$ cat config.mk
export PLATFORM = sky130hd
export DESIGN_NAME = stte_ram
export DESIGN_NICKNAME = d
export VERILOG_FILES = /design/src/hw/rtl/sorted_track_table_with_expiry_core_macros.svh /design/src/hw/rtl/stte_pkg.sv /design/src/hw/rtl/stte_ram.sv
export SDC_FILE = /design/constraint.sdc
export NUM_CORES = 2
export LEC_CHECK = 0
export BUFFER_PORTS_ARGS = -buffer_cell sky130_fd_sc_hd__buf_2
export CAP_MARGIN = 25
export CORE_AREA = 5 5 841 843
export DETAILED_ROUTE_END_ITERATION = 16
export DIE_AREA = 0 0 846 848
export PLACE_DENSITY = 0.44
export SETUP_SLACK_MARGIN = 0.5
export SYNTH_ARGS = -nofsm -noshare
export SYNTH_HDL_FRONTEND = slang
export SYNTH_MEMORY_MAX_BITS = 65536
export SYNTH_SLANG_ARGS = --single-unit
$ cat constraint.sdc
create_clock -name clk -period 39.5 [get_ports clk]
set_input_delay 1.975 -clock clk [delete_from_list [all_inputs] [get_ports clk]]
set_output_delay 1.975 -clock clk [all_outputs]
set_load 0.01 [all_outputs]
$ cat src/hw/rtl/sorted_track_table_with_expiry_core_macros.svh
// Assertion macros used by the core.
`ifndef SORTED_TRACK_TABLE_WITH_EXPIRY_CORE_MACROS_SVH
`define SORTED_TRACK_TABLE_WITH_EXPIRY_CORE_MACROS_SVH
// Asserts that an antecedent implies a consequent in the same cycle.
`define STT_ASSERT_IMP(label, ante, cons) \
  label: assert property (@(posedge clk) disable iff (!rst_n) (ante) |-> (cons)) \
    else $error("assertion failed");
// Asserts that an antecedent implies a consequent in the next cycle.
`define STT_ASSERT_NEXT(label, ante, cons) \
  label: assert property (@(posedge clk) disable iff (!rst_n) (ante) |=> (cons)) \
    else $error("assertion failed");
`endif

$ cat src/hw/rtl/stte_pkg.sv
package stte_pkg;
  localparam int Capacity = 16;
  localparam int IdxW = $clog2(Capacity);
  localparam int CntW = $clog2(Capacity + 1);

  localparam logic [1:0] ReqReport = 2'd0;
  localparam logic [1:0] ReqSweep  = 2'd1;
  localparam logic [1:0] ReqRead   = 2'd2;

  localparam logic [2:0] StUpdated  = 3'd0;
  localparam logic [2:0] StInserted = 3'd1;
  localparam logic [2:0] StFull     = 3'd2;
  localparam logic [2:0] StReadOk   = 3'd3;
  localparam logic [2:0] StBadIdx   = 3'd4;
  localparam logic [2:0] StSwept    = 3'd5;

  // One stored entry: 32+32+64+3+32+48+48 bits.
  typedef struct packed {
    logic [31:0] key;
    logic [31:0] frame;
    logic [63:0] box;
    logic [2:0]  kind;
    logic [31:0] quality;
    logic [47:0] ins_at;
    logic [47:0] ref_at;
  } entry_t;

  typedef enum logic [2:0] {
    S_IDLE, S_SEARCH, S_SHIFT, S_SWEEP, S_READ, S_DONE
  } state_t;
endpackage

$ cat src/hw/rtl/stte_ram.sv
// Entry storage with one write port and one registered read port.
module stte_ram (
  input  logic                              clk,
  input  logic                              we,
  input  logic [stte_pkg::IdxW-1:0]         waddr,
  input  stte_pkg::entry_t                  wdata,
  input  logic [stte_pkg::IdxW-1:0]         raddr,
  output stte_pkg::entry_t                  rdata
);
  stte_pkg::entry_t mem [stte_pkg::Capacity];

  always_ff @(posedge clk) begin
    if (we) begin
      mem[waddr] <= wdata;
    end
    rdata <= mem[raddr];
  end
endmodule

==> flow_summary.json <==
{
  "wl_per_cell_um": 26.7,
  "root_buffer": "clkbuf_16",
  "ioPinCount": 528,
  "path_max_fanout": 72,
  "critPathLaunchType": "input port",
  "arrival_ns": 6.35,
  "fin_tns_setup_ns": 0,
  "clockBufferDepth": 4,
  "worstMarginPinSlew_ns": 1.31,
  "rows": 307,
  "max_freq_ghz": 0.182,
  "critPathKind": "in2reg",
  "drtAntennaViolNets": 0,
  "postCtsSetupRepairBufs": 0,
  "ys_seq_area_frac": 0.809,
  "drt_iter0_markers": 6230,
  "finalCritPeriodShare": 0.139,
  "routed_via_density": 4.27,
  "core_area_mm2": 0.698,
  "nets": 7866,
  "cts_resized": 0,
  "syn_inst": 6753,
  "rsz0062_at_grt": "false",
  "fin_crit_ns": 5.49,
  "min-delay-path-class": "reg2reg",
  "multi_input_area_mm2": 0.0289,
  "dp.final_hpwl_um": 247000,
  "drive_gt1_frac": 0.301,
  "cts_tree": "yes",
  "drv_cap": 0,
  "place.gp.congestion": 0.692,
  "slew_violations": 0,
  "p_total_mw": 10.2,
  "num_vias": 74000,
  "skew_ns": 0.0981,
  "overflow": 0,
  "chipHeight_um": 848,
  "grt_max_degree": 141,
  "htreeDepth": 5,
  "grt_use_met1": 0.159,
  "syn_avg_cell_area_um2": 23.7,
  "cts_sinks": 4403,
  "grt_pass1_vias": 79600,
  "grt_pass1_wl_um": 641000,
  "nFillCells": 68800,
  "fin_util": 0.273,
  "ys_warn_count": 0,
  "grt.total_usage": 0.125,
  "powerDensity_mw_per_mm2": 53.5,
  "top_usage_layer": "met2",
  "worst_ep_required_time_ns": 40.36,
  "fp.dieW_um": 846,
  "drt_wl_total_um": 462000,
  "cts_hold_buf": 0,
  "cts_buffers": 477,
  "gr-usage-met2": 0.221,
  "grt_use_met3": 0.0254,
  "initial_core_util": 0.230,
  "path_clk_slew_ns": 0.06,
  "seq_area_mm2": 0.130,
  "p_leak_nw": 59.8,
  "setup_viol": 0,
  "timing.final.hold_violations": 0,
  "firstDrtPassIters": 7,
  "synth_cell_types": 20,
  "drc": 0,
  "status": "completed",
  "synth_nets": 7022,
  "worst_ir_drop_vdd_mv": 0.0477,
  "relSlewSlack": 0.128,
  "syn_to_final_growth_pct": 18.9,
  "clock_latency_ns": 1.05,
  "cp-end-kind": "register",
  "port_buffers": 527,
  "synth_area_mm2": 0.160,
  "design.die.area_mm2": 0.717,
  "ys_ff_latch": 4403,
  "antenna_found_initial": 172
}
## registers in the layout, indices dropped and copies added, names as in the netlist
signal,count
mem,4144
rdata,259
## worst max-delay path, stage by stage
cell and delay, ns:
buf_12 0.32, buf_4 0.53, buf_4 0.70, buf_4 0.74
buf_4 0.83, mux4_2 0.60, a22oi_1 0.24, nand2_1 0.09
## logic make-up after synthesis
family / after synthesis / share of synthesized area
AO/OA/AOI/OAI: 553 / 0.0258
buffers and inverters: 358 / 0.0119
flip-flops: 4403 / 0.809
multiplexers: 1111 / 0.145
AND/OR/NAND/NOR: 328 / 0.00829
## metal layers
layer,wire length [um],vias up
li1,-,30600
met3,26100,738
met4,10800,58
met1,190000,40600
met2,235000,1984
met5,349,-
## power by group
part | switching [mW] | internal [mW]
clock network | 1.88 | 2.56
registers | 0.0474 | 5.22
logic | 0.304 | 0.180
## placed cells by master (no fill, tap or decap), drive strengths merged
cell and count:
edfxtp 4144, mux4 966, buf 723, clkbuf 655, a22oi 548, dfxtp 259, nand2 255, clkinv 170
mux2i 145, diode 46, nand3 36, bufinv 34, inv 18, nor2 16, clkinvlp 13, nor2b 8
o21ai 5, nor3 4, and2 4, nand3b 2, nand2b 2, or3b 1
## layout make-up
type | instances | area share
multi-input cells | 1992 | 0.152
repair buffers | 723 | 0.0238
clock inverters | 235 | 0.0134
clock buffers | 655 | 0.0692
flip-flops and latches | 4403 | 0.681
diodes | 46 | 0.000604
well taps | 9270 | 0.0609
## through the flow
stage                     instance area, um2  worst slack, ns  cells  hold WS, ns
after detailed placement              175000            32.73  16400        0.656
after floorplan                       160000            18.39   6753        0.635
after global routing                  190000            33.57  17300        0.640
final                                 190000            34.01  17300        0.577
after global placement                175000            32.72  16400        0.650
after CTS                             190000            33.89  17300        0.598
## final timing paths
kind                                       startpoint  slack [ns]                 end  depth (start not counted)
worst max-delay path                         raddr[0]       34.01  rdata[195]$_DFF_P_                          8
worst min register to register  mem[4][239]$_DFFE_PP_        0.58  rdata[239]$_DFF_P_                          3
worst max register to register  mem[3][192]$_DFFE_PP_       37.93  rdata[192]$_DFF_P_                          3
worst min-delay path            mem[4][239]$_DFFE_PP_        0.58  rdata[239]$_DFF_P_                          3
## cells in the mapped netlist
cell,number,share of area
buf_4,3,0.00014
nand2_1,255,0.0060
mux4_2,966,0.14
buf_6,51,0.0036
nand3_1,36,0.0011
dfxtp_1,259,0.032
or3b_2,1,0.000055
edfxtp_1,4144,0.78
nor3_1,4,0.00012
o21ai_0,5,0.00016
and2_1,4,0.00016
clkbuf_1,141,0.0033
nor2b_1,8,0.00031
nor2_1,16,0.00037
a22oi_1,548,0.026
buf_2,136,0.0042
nand2b_1,2,0.000078
nand3b_1,2,0.000094
mux2i_1,145,0.0091
buf_1,27,0.00063
No activity file was read; power rests on OpenSTA's default activity.
